### config.mk
export PLATFORM = sky130hd
export DESIGN_NAME = timer_bank_oneshot_periodic_top
export DESIGN_NICKNAME = d
export VERILOG_FILES = /design/src/rtl/core/tbo_pkg.sv /design/src/rtl/core/tbo_ctrl.sv /design/src/rtl/core/tbo_dp.sv /design/src/rtl/core/timer_bank_oneshot_periodic_top.sv
export SDC_FILE = /design/constraint.sdc
export NUM_CORES = 1
export LEC_CHECK = 0
export ABC_AREA = 1
export BUFFER_PORTS_ARGS = -buffer_cell sky130_fd_sc_hd__buf_2
export CAP_MARGIN = 20
export CORE_MARGIN = 1.5
export CORE_UTILIZATION = 35
export CTS_CLUSTER_SIZE = 28
export DETAILED_ROUTE_END_ITERATION = 8
export PLACE_DENSITY = 0.48
export SLEW_MARGIN = 20
export SYNTH_ARGS = -nofsm -noshare
export SYNTH_HDL_FRONTEND = slang
export SYNTH_HIERARCHICAL = 1
export SYNTH_SLANG_ARGS = --single-unit
### constraint.sdc
create_clock -name aclk -period 9.6 [get_ports aclk]
set_input_delay 0.96 -clock aclk [delete_from_list [all_inputs] [get_ports aclk]]
set_output_delay 0.96 -clock aclk [all_outputs]
set_load 0.01 [all_outputs]
### src/rtl/core/tbo_pkg.sv
// ----------------------------------------------------------------------------
// tbo_pkg
// Shared sizes, command codes, payload types and control structs for the
// one-shot / periodic timer bank.
// ----------------------------------------------------------------------------
package tbo_pkg;

    localparam int SLOT_COUNT  = 16;
    localparam int COUNT_WIDTH = 32;
    localparam int IDX_W       = (SLOT_COUNT > 1) ? $clog2(SLOT_COUNT) : 1;
    localparam int MASK_W      = 16;
    localparam int SHOWN       = (SLOT_COUNT < MASK_W) ? SLOT_COUNT : MASK_W;

    typedef enum logic [1:0] {
        CMD_TICK  = 2'd0,
        CMD_START = 2'd1,
        CMD_STOP  = 2'd2
    } tbo_cmd_code_t;

    typedef struct packed {
        logic [1:0]  command;
        logic [3:0]  slot;
        logic [31:0] target_ticks;
        logic        repeat_req;
    } tbo_in_t;

    typedef struct packed {
        logic [MASK_W-1:0] fired_mask;
        logic [MASK_W-1:0] active_mask;
    } tbo_out_t;

    // controller -> datapath
    typedef struct packed {
        logic latch;     // capture the accepted item, restart the sweep
        logic step;      // one sweep step, or apply start/stop
        logic load_out;  // move the result into the output register
    } tbo_ctrl_t;

    // datapath -> controller
    typedef struct packed {
        logic step_last; // this step finishes the item
    } tbo_stat_t;

endpackage

### src/rtl/core/tbo_ctrl.sv
// ----------------------------------------------------------------------------
// tbo_ctrl
// Controller: accepts items, runs the slot sweep or the start/stop update,
// then hands the result to the output register.
// ----------------------------------------------------------------------------
module tbo_ctrl
    import tbo_pkg::*;
(
    input  logic      aclk,
    input  logic      aresetn,
    input  logic      s_valid,
    output logic      s_ready,
    output logic      m_valid,
    input  logic      m_ready,
    output tbo_ctrl_t ctrl,
    input  tbo_stat_t stat
);

    typedef enum logic [1:0] {
        ST_IDLE,
        ST_EXEC,
        ST_DONE
    } state_t;

    state_t state_reg;
    logic   s_ready_reg;
    logic   m_valid_reg;
    logic   out_free;

    assign s_ready  = s_ready_reg;
    assign m_valid  = m_valid_reg;
    assign out_free = !m_valid_reg || m_ready;

    always_comb begin
        ctrl          = '0;
        ctrl.latch    = (state_reg == ST_IDLE) && s_valid && s_ready_reg;
        ctrl.step     = (state_reg == ST_EXEC);
        ctrl.load_out = (state_reg == ST_DONE) && out_free;
    end

    always_ff @(posedge aclk) begin
        if (!aresetn) begin
            state_reg   <= ST_IDLE;
            s_ready_reg <= 1'b1;
            m_valid_reg <= 1'b0;
        end else begin
            // a new result replaces the one leaving in the same cycle
            if ((state_reg == ST_DONE) && out_free) begin
                m_valid_reg <= 1'b1;
            end else if (m_valid_reg && m_ready) begin
                m_valid_reg <= 1'b0;
            end
            case (state_reg)
                ST_IDLE: begin
                    if (s_valid && s_ready_reg) begin
                        s_ready_reg <= 1'b0;
                        state_reg   <= ST_EXEC;
                    end
                end
                ST_EXEC: begin
                    if (stat.step_last) begin
                        state_reg <= ST_DONE;
                    end
                end
                ST_DONE: begin
                    // hold until the previous result transfer has gone
                    if (out_free) begin
                        s_ready_reg <= 1'b1;
                        state_reg   <= ST_IDLE;
                    end
                end
                default: begin
                    state_reg <= ST_IDLE;
                end
            endcase
        end
    end

endmodule

### src/rtl/core/tbo_dp.sv
// ----------------------------------------------------------------------------
// tbo_dp
// Datapath: slot flags, target and count stores, sweep index, fire
// accumulator and output register.
// ----------------------------------------------------------------------------
module tbo_dp
    import tbo_pkg::*;
(
    input  logic      aclk,
    input  logic      aresetn,
    input  tbo_in_t   s_data,
    output tbo_out_t  m_data,
    input  tbo_ctrl_t ctrl,
    output tbo_stat_t stat
);

    tbo_in_t                 item_reg;
    logic [IDX_W-1:0]        idx_reg;
    logic [SLOT_COUNT-1:0]   active_reg;
    logic [SLOT_COUNT-1:0]   periodic_reg;
    logic [MASK_W-1:0]       fired_reg;
    tbo_out_t                out_reg;

    logic [COUNT_WIDTH-1:0]  target_mem [SLOT_COUNT];
    logic [COUNT_WIDTH-1:0]  count_mem  [SLOT_COUNT];

    logic                    is_tick;
    logic                    is_start;
    logic                    is_stop;
    logic                    slot_ok;
    logic [IDX_W-1:0]        slot_idx;
    logic [COUNT_WIDTH-1:0]  count_inc;
    logic                    hit;
    logic                    sweep_last;
    logic                    cnt_we;
    logic [IDX_W-1:0]        cnt_addr;
    logic [COUNT_WIDTH-1:0]  cnt_wdata;
    logic [MASK_W-1:0]       active_shown;

    assign is_tick  = (item_reg.command == CMD_TICK);
    assign is_start = (item_reg.command == CMD_START);
    assign is_stop  = (item_reg.command == CMD_STOP);
    assign slot_ok  = (32'(item_reg.slot) < 32'(SLOT_COUNT));
    assign slot_idx = IDX_W'(item_reg.slot);

    assign count_inc  = count_mem[idx_reg] + COUNT_WIDTH'(1);
    assign hit        = active_reg[idx_reg] && (count_inc == target_mem[idx_reg]);
    assign sweep_last = (idx_reg == IDX_W'(SLOT_COUNT - 1));

    assign stat.step_last = !is_tick || sweep_last;

    // one write port on the count store: sweep write-back or clear on start
    always_comb begin
        cnt_we    = 1'b0;
        cnt_addr  = idx_reg;
        cnt_wdata = hit ? '0 : count_inc;
        if (ctrl.step) begin
            if (is_tick) begin
                cnt_we = 1'b1;
            end else if (is_start && slot_ok) begin
                cnt_we    = 1'b1;
                cnt_addr  = slot_idx;
                cnt_wdata = '0;
            end
        end
    end

    always_comb begin
        active_shown = '0;
        for (int j = 0; j < SHOWN; j++) begin
            active_shown[j] = active_reg[j];
        end
    end

    always_ff @(posedge aclk) begin
        if (cnt_we) begin
            count_mem[cnt_addr] <= cnt_wdata;
        end
        if (ctrl.step && is_start && slot_ok) begin
            target_mem[slot_idx] <= COUNT_WIDTH'(item_reg.target_ticks);
        end
    end

    always_ff @(posedge aclk) begin
        if (ctrl.latch) begin
            item_reg <= s_data;
        end
        if (ctrl.load_out) begin
            out_reg.fired_mask  <= fired_reg;
            out_reg.active_mask <= active_shown;
        end
    end

    always_ff @(posedge aclk) begin
        if (!aresetn) begin
            idx_reg      <= '0;
            active_reg   <= '0;
            periodic_reg <= '0;
            fired_reg    <= '0;
        end else begin
            if (ctrl.latch) begin
                idx_reg   <= '0;
                fired_reg <= '0;
            end else if (ctrl.step) begin
                if (is_tick) begin
                    idx_reg <= idx_reg + IDX_W'(1);
                    if (hit) begin
                        if (!periodic_reg[idx_reg]) begin
                            active_reg[idx_reg] <= 1'b0;
                        end
                        for (int j = 0; j < SHOWN; j++) begin
                            if (32'(idx_reg) == j) begin
                                fired_reg[j] <= 1'b1;
                            end
                        end
                    end
                end else if (is_start && slot_ok) begin
                    active_reg[slot_idx]   <= 1'b1;
                    periodic_reg[slot_idx] <= item_reg.repeat_req;
                end else if (is_stop && slot_ok) begin
                    active_reg[slot_idx] <= 1'b0;
                end
            end
        end
    end

    assign m_data = out_reg;

endmodule

### src/rtl/core/timer_bank_oneshot_periodic_top.sv
// ----------------------------------------------------------------------------
// timer_bank_oneshot_periodic_top
// A tick sweeps the slots in ST_EXEC, one sweep step per slot, then ST_DONE loads
// the output register and raises m_valid. Start, stop and unused commands take a
// single step in ST_EXEC before ST_DONE.
// Items are taken one at a time: s_ready returns in the same cycle that the result
// loads, and ST_DONE waits while a previous result is still stalled on the output.
// Reset (aresetn, synchronous, active low) disarms every slot and empties the output.
// ----------------------------------------------------------------------------
module timer_bank_oneshot_periodic_top
    import tbo_pkg::*;
(
    input  logic     aclk,
    input  logic     aresetn,
    input  logic     s_valid,
    output logic     s_ready,
    input  tbo_in_t  s_data,
    output logic     m_valid,
    input  logic     m_ready,
    output tbo_out_t m_data
);

    tbo_ctrl_t ctrl;
    tbo_stat_t stat;

    tbo_ctrl u_ctrl (
        .aclk    (aclk),
        .aresetn (aresetn),
        .s_valid (s_valid),
        .s_ready (s_ready),
        .m_valid (m_valid),
        .m_ready (m_ready),
        .ctrl    (ctrl),
        .stat    (stat)
    );

    tbo_dp u_dp (
        .aclk    (aclk),
        .aresetn (aresetn),
        .s_data  (s_data),
        .m_data  (m_data),
        .ctrl    (ctrl),
        .stat    (stat)
    );

endmodule

==> impl_metrics.toml, run 1 <==
[outcome]
status = "complete, no violations"

[synthesis]
seq_area_frac_synth = 0.698
avgSynthCellArea_um2 = 11.2
async_flop_share = 0
ys.flop_type = "edfxtp_1"
synth_edf_count = 1095
synth_cells = 4369
syn_area_mm2 = 0.0488
ys_types = 41
ys_ff_latch = 1155
synth_warnings = 6
syn-num-nets = 4417

[pwr]
power.total_uw = 10800
share_comb_of_total_power = 0.040
p_switching_uw = 2400
p_int_uw = 8420
ir_worst_vdd_v = 0.000150
power.leakage_uw = 0.0200
switching_share = 0.222
p_clk_frac = 0.437
p_per_area_mw_per_mm2 = 197
p_seq_frac = 0.523

[flow_run]
max_cap_viol_count = 0

[cells_and_area]
design_area_mm2 = 0.0550
fin_nets = 4456
layout.cells.non_filler = 6373
drive_above_1_share = 0.0880
syn2layout_area_growth_pct = 12.6

[cts]
cts_resized = 0
clockRootBuffer = "clkbuf_16"
cts_tree = "done"
cts.sinks = 1155
cts_made_buffers = 130
h-tree-depth = 4
postCtsHoldBufs = 0
clkTransAtPathRegs_ps = 60
insertion_delay_ps = 770
post_cts_buffers = 0
clockBufferDepth = 3

[placed_design]
gp_congestion = 0.881
dp_cells = 6139
portBuffers = 76
hpwlAfterDp_mm = 72.6
placed_area_mm2 = 0.0510

[timing]
slew_violations = 0
max_slew.worst_pin.slew_ps = 1210
fin_crit_sh = 0.689
fin_skew_ps = 36.1
rsz0062_at_grt = "no"
fin_crit_ps = 6620
hold_viol = 0
slew_headroom = 0.190
setup_viol = 0
fmax_mhz = 151
setup-tns-final_ps = 0

[routing]
route.detailed.drc = 0
vias_per_cell = 5.06
wl_per_cell_um = 22.3
ant_nets = 0
num_vias = 32300
drt_first_iter_violations = 2650
wirelength_mm = 142
dr.pass1.iters = 6

[floorplanning]
rows = 136
die_w_um = 376
die_y_um = 376
start_util = 0.354
ios = 77
die-area_mm2 = 0.142
core_area_mm2 = 0.138

[grt]
grt_pass1_wl_mm = 210
grt_max_degree = 185
grt-ovfl-total = 0
antenna_found_initial = 6
grt_pass1_vias = 30900
track_usage = 0.200

[hold_path]
min_from = "s_data[15]"
hold_depth = 1
hold_end = "u_dp/item_reg[15]$_DFFE_PP_"
hold_class = "input pin to flip-flop"

[setup_path]
crit_type = "flip-flop to flip-flop"
r2r_slack_ps = 2980
cp-end-kind = "flip-flop"
rr_endpoint = "u_dp/count_mem[0][11]$_DFFE_PP_"
arrival_ps = 7030
reg2reg_depth = 22
cp.required_ps = 10010
crit_fanout = 163
start_kind = "flip-flop"
## through the flow
| stage | worst slack, ps | utilization | hold slack [ps] |
|---|---|---|---|
| 2_1_floorplan | 5950 | - | 408 |
| 3_3_place_gp | 3070 | 0.369 | 417 |
| 3_5_place_dp | 3020 | 0.369 | 417 |
| 4_1_cts | 3020 | 0.398 | 298 |
| 5_1_grt | 2550 | 0.398 | 328 |
| 6_report | 2980 | 0.398 | 363 |
## cell usage after synthesis, drive strengths merged (13+ instances only)
master,instances,share of area
nand2,1274,0.098
edfxtp,1095,0.67
nand3,455,0.047
nor2,343,0.028
inv,315,0.024
a21oi,250,0.026
buf,188,0.025
o21ai,107,0.011
a221oi,64,0.011
dfxtp,60,0.025
clkbuf,49,0.0038
o211ai,40,0.0062
a221o,23,0.0047
nand3b,14,0.0022
a32o,13,0.0027
## cell usage in the layout (no fill, tap or decap), drive strengths merged, types with 3 or more instances in the layout
cell,n
a21oi,250
edfxtp,1095
o22ai,8
bufinv,5
nor2,343
ha,5
nand3,455
or2,10
a311oi,8
nand2,1274
a211oi,9
a221oi,64
a22o,3
nor3b,10
nand3b,14
o21ai,107
buf,144
dfxtp,60
a32o,13
inv,319
nor3,5
o32ai,6
o211ai,40
nand4,6
a221o,23
clkbuf,174
clkinv,51
o31ai,4
## power by group through the flow
stage	clock (uW)	sequential, uW	combinational (uW)
2_1_floorplan	0	5740	280
3_3_place_gp	0	5770	434
3_5_place_dp	0	5770	435
4_1_cts	4840	5660	436
5_1_grt	5030	5670	482
6_report	4730	5660	433
## metal layers
layer	part of all wire	wire (um)	track usage	vias to the layer above
met2	0.48	68000	0.329	820
met5	0	0	0	-
met1	0.45	64300	0.279	16000
met4	0.018	2510	0.0496	0
li1	-	-	-	15300
met3	0.049	6980	0.0262	156
## worst max-delay path: stages (launching register included)
cell and delay [ps]:
dfxtp_4 550, inv_16 500, buf_4 710, nand2_1 120
nand2_1 100, nand2_1 50, nand3_1 100, nand3_1 80
nand2_1 310, nand2_1 170, nor2_1 310, nand2_1 150
nor2_4 280, nand2_1 110, nand2_1 170, nand3_1 100
nand2_1 80, nor2_1 50, nand2_1 70, nor2_2 50
nand3_2 690, nand3_1 390, nor2_1 880
## cell families after synthesis
group / after synthesis / synth area share
adder cells (fa/ha/maj): 5 / 0.00128
buffers and inverters: 554 / 0.0532
AO/OA/AOI/OAI: 537 / 0.0682
flip-flops: 1155 / 0.698
AND/OR/NAND/NOR: 2118 / 0.179
## final cells by class
| class | count | area, um2 |
|---|---|---|
| fillers | 13400 | 83000 |
| clock buffers | 174 | 3520 |
| well taps | 1863 | 2330 |
| inverters | 317 | 1220 |
| diodes | 1 | 2.50 |
| clock inverters | 59 | 482 |
| flip-flops and latches | 1155 | 34100 |
| multi-input cells | 2660 | 12400 |
| repair buffers | 144 | 928 |
## worst max-delay path by stage
stage               startpoint                              end  slack (ps)  cells past startpoint
floorplan            flip-flop  u_dp/count_mem[0][10]$_DFFE_PP_        5950                     23
CTS                  flip-flop  u_dp/count_mem[0][11]$_DFFE_PP_        3020                     22
global route         flip-flop  u_dp/count_mem[0][11]$_DFFE_PP_        2550                     22
global placement     flip-flop  u_dp/count_mem[5][11]$_DFFE_PP_        3070                     22
detailed placement   flip-flop  u_dp/count_mem[5][11]$_DFFE_PP_        3020                     22
finish               flip-flop  u_dp/count_mem[0][11]$_DFFE_PP_        2980                     22
Power figures use the tool's default switching activity.
==> run 2, diff against run 1 <==
==> constraint.sdc (replaced) <==
create_clock -name aclk -period 6.9 [get_ports aclk]
set_input_delay 0.69 -clock aclk [delete_from_list [all_inputs] [get_ports aclk]]
set_output_delay 0.69 -clock aclk [all_outputs]
set_load 0.01 [all_outputs]
==> impl_metrics.toml, run 2 (synthesis gave the netlist of run 1 again) <==
[outcome]
status = "complete, no violations"

[timing]
fin_skew_ps = 27.7
max_slew.worst_pin.slew_ps = 1270
setup_viol = 0
fin_crit_sh = 0.821
fin_crit_ps = 5660
fmax_mhz = 177
rsz0062_at_grt = "no"
layout_setup_ws_ps = 1240
setup-tns-final_ps = 0
slew_violations = 0
slew_headroom = 0.156
hold_viol = 0

[setup_path]
arrival_ps = 6060
reg2reg_depth = 22
cp.required_ps = 7300
cp-end-kind = "flip-flop"
path_cells = "inv_16, nand2_1, nand3_1, nand3_1, nand3_1, nand2_1, ha_1, nand2_1, nor2_2, nand2_1, nor2_2, nand2_1, nand2_1, nand2_1, nand3_1, nor2_1, nand2_1, nor2_2, nand3_2, buf_12, nand2_1, nor2_1"
slowest_stage = "dfxtp_4"
cp_num_cells = 22
crit_type = "flip-flop to flip-flop"
cpMostUsedCell = "nand2_1"
slowest_delay_ps = 820
critical-path-top-delay-family = "simple AND/OR/NAND/NOR gates"
cp.buffers_inverters = 2
crit_fanout = 220
start_kind = "flip-flop"

[routing]
route.detailed.drc = 0
drt_first_iter_violations = 2904
wl_per_cell_um = 22.5
num_vias = 32600
vias_per_cell = 5.10
dr.pass1.iters = 5
wirelength_mm = 143
ant_nets = 0

[floorplanning]
start_util = 0.354
die-area_mm2 = 0.142
core_area_mm2 = 0.138
die_y_um = 376
rows = 136
die_w_um = 376
ios = 77

[cts]
cts_resized = 0
clkTransAtPathRegs_ps = 60
cts.sinks = 1155
h-tree-depth = 4
cts_made_buffers = 130
clockBufferDepth = 3
clockRootBuffer = "clkbuf_16"
post_cts_buffers = 0
insertion_delay_ps = 770
postCtsHoldBufs = 0
cts_tree = "done"

[placed_design]
dp_cells = 6152
hpwlAfterDp_mm = 75.5
pre_cts_ws_ps = 1450
gp_congestion = 0.905
portBuffers = 76

[cells_and_area]
fin_nets = 4469
final_common_cell = "nand2_1"
drive_above_1_share = 0.0905
syn2layout_area_growth_pct = 13.1
layout.cells.non_filler = 6384
final_cell_mix = "nand2_1 (1,269), edfxtp_1 (1,095), nand3_1 (454)"

[hold_path]
min_from = "s_data[16]"
hold_class = "input pin to flip-flop"
hold_depth = 1

[grt]
grt_pass1_wl_mm = 210
antenna_found_initial = 3
track_usage = 0.201
grt_max_degree = 221
grt-ovfl-total = 0
grt_pass1_vias = 30800

[flow_run]
max_cap_viol_count = 0

[pwr]
p_per_area_mw_per_mm2 = 273
ir_worst_vdd_v = 0.000249
power.leakage_uw = 0.0201
power.total_uw = 15100
run 2: changes by cell type in the layout (fill, tap and decap cells not counted), moves of 3 or more:
cell and delta:
buf_12 +10, clkbuf_1 -4, clkinv_8 -3, inv_6 +3
run 2: where the power goes:
group          internal, uW  switching [uW]  leakage [uW]  total, uW
registers              7790            79.9        0.0104       7870
logic                   152             469       0.00779        621
clock network          3770            2790       0.00194       6570
total                 11700            3340        0.0201      15100
run 2: layout make-up:
cell class / count / area [um2]
Multi-Input combinational cell: 2660 / 12400
Clock inverter: 61 / 484
Tap cell: 1863 / 2330
Sequential cell: 1155 / 34100
Inverter: 317 / 1220
Timing Repair Buffer: 157 / 1170
Clock buffer: 169 / 3500
Antenna cell: 2 / 5.00
Fill cell: 13300 / 82800
run 2: worst paths after layout:
path,to,slack [ps]
max,u_dp/count_mem[3][18]$_DFFE_PP_,1240
min,u_dp/item_reg[16]$_DFFE_PP_,100
max reg2reg,u_dp/count_mem[3][18]$_DFFE_PP_,1240
min reg2reg,u_dp/m_data[16]$_DFFE_PP_,440
run 2: metrics by stage:
step / area [um2] / hold slack, ps / utilization
final: 55200 / 95.0 / 0.400
after global routing: 55200 / 66.6 / 0.400
after CTS: 55200 / 38.8 / 0.400
after detailed placement: 51200 / 420 / 0.371
after global placement: 51200 / 424 / 0.371
after floorplan: 48800 / 408 / -
run 2: routing by layer:
layer  global-route usage  share of wire  vias to the layer above
li1                     -              -                    15300
met1                0.279           0.45                    16100
met2                0.317           0.46                      982
met3               0.0379          0.065                      217
met4               0.0690          0.027                        2
met5                    0       0.000049                        -
run 2: worst reg2reg max path, cell delays in order, from the launching register on:
cell and delay [ps]:
dfxtp_4 820, inv_16 370, nand2_1 620, nand3_1 110
nand3_1 130, nand3_1 90, nand2_1 140, ha_1 220
nand2_1 120, nor2_2 240, nand2_1 190, nor2_2 250
nand2_1 110, nand2_1 120, nand2_1 50, nand3_1 100
nor2_1 70, nand2_1 80, nor2_2 40, nand3_2 280
buf_12 240, nand2_1 100, nor2_1 800
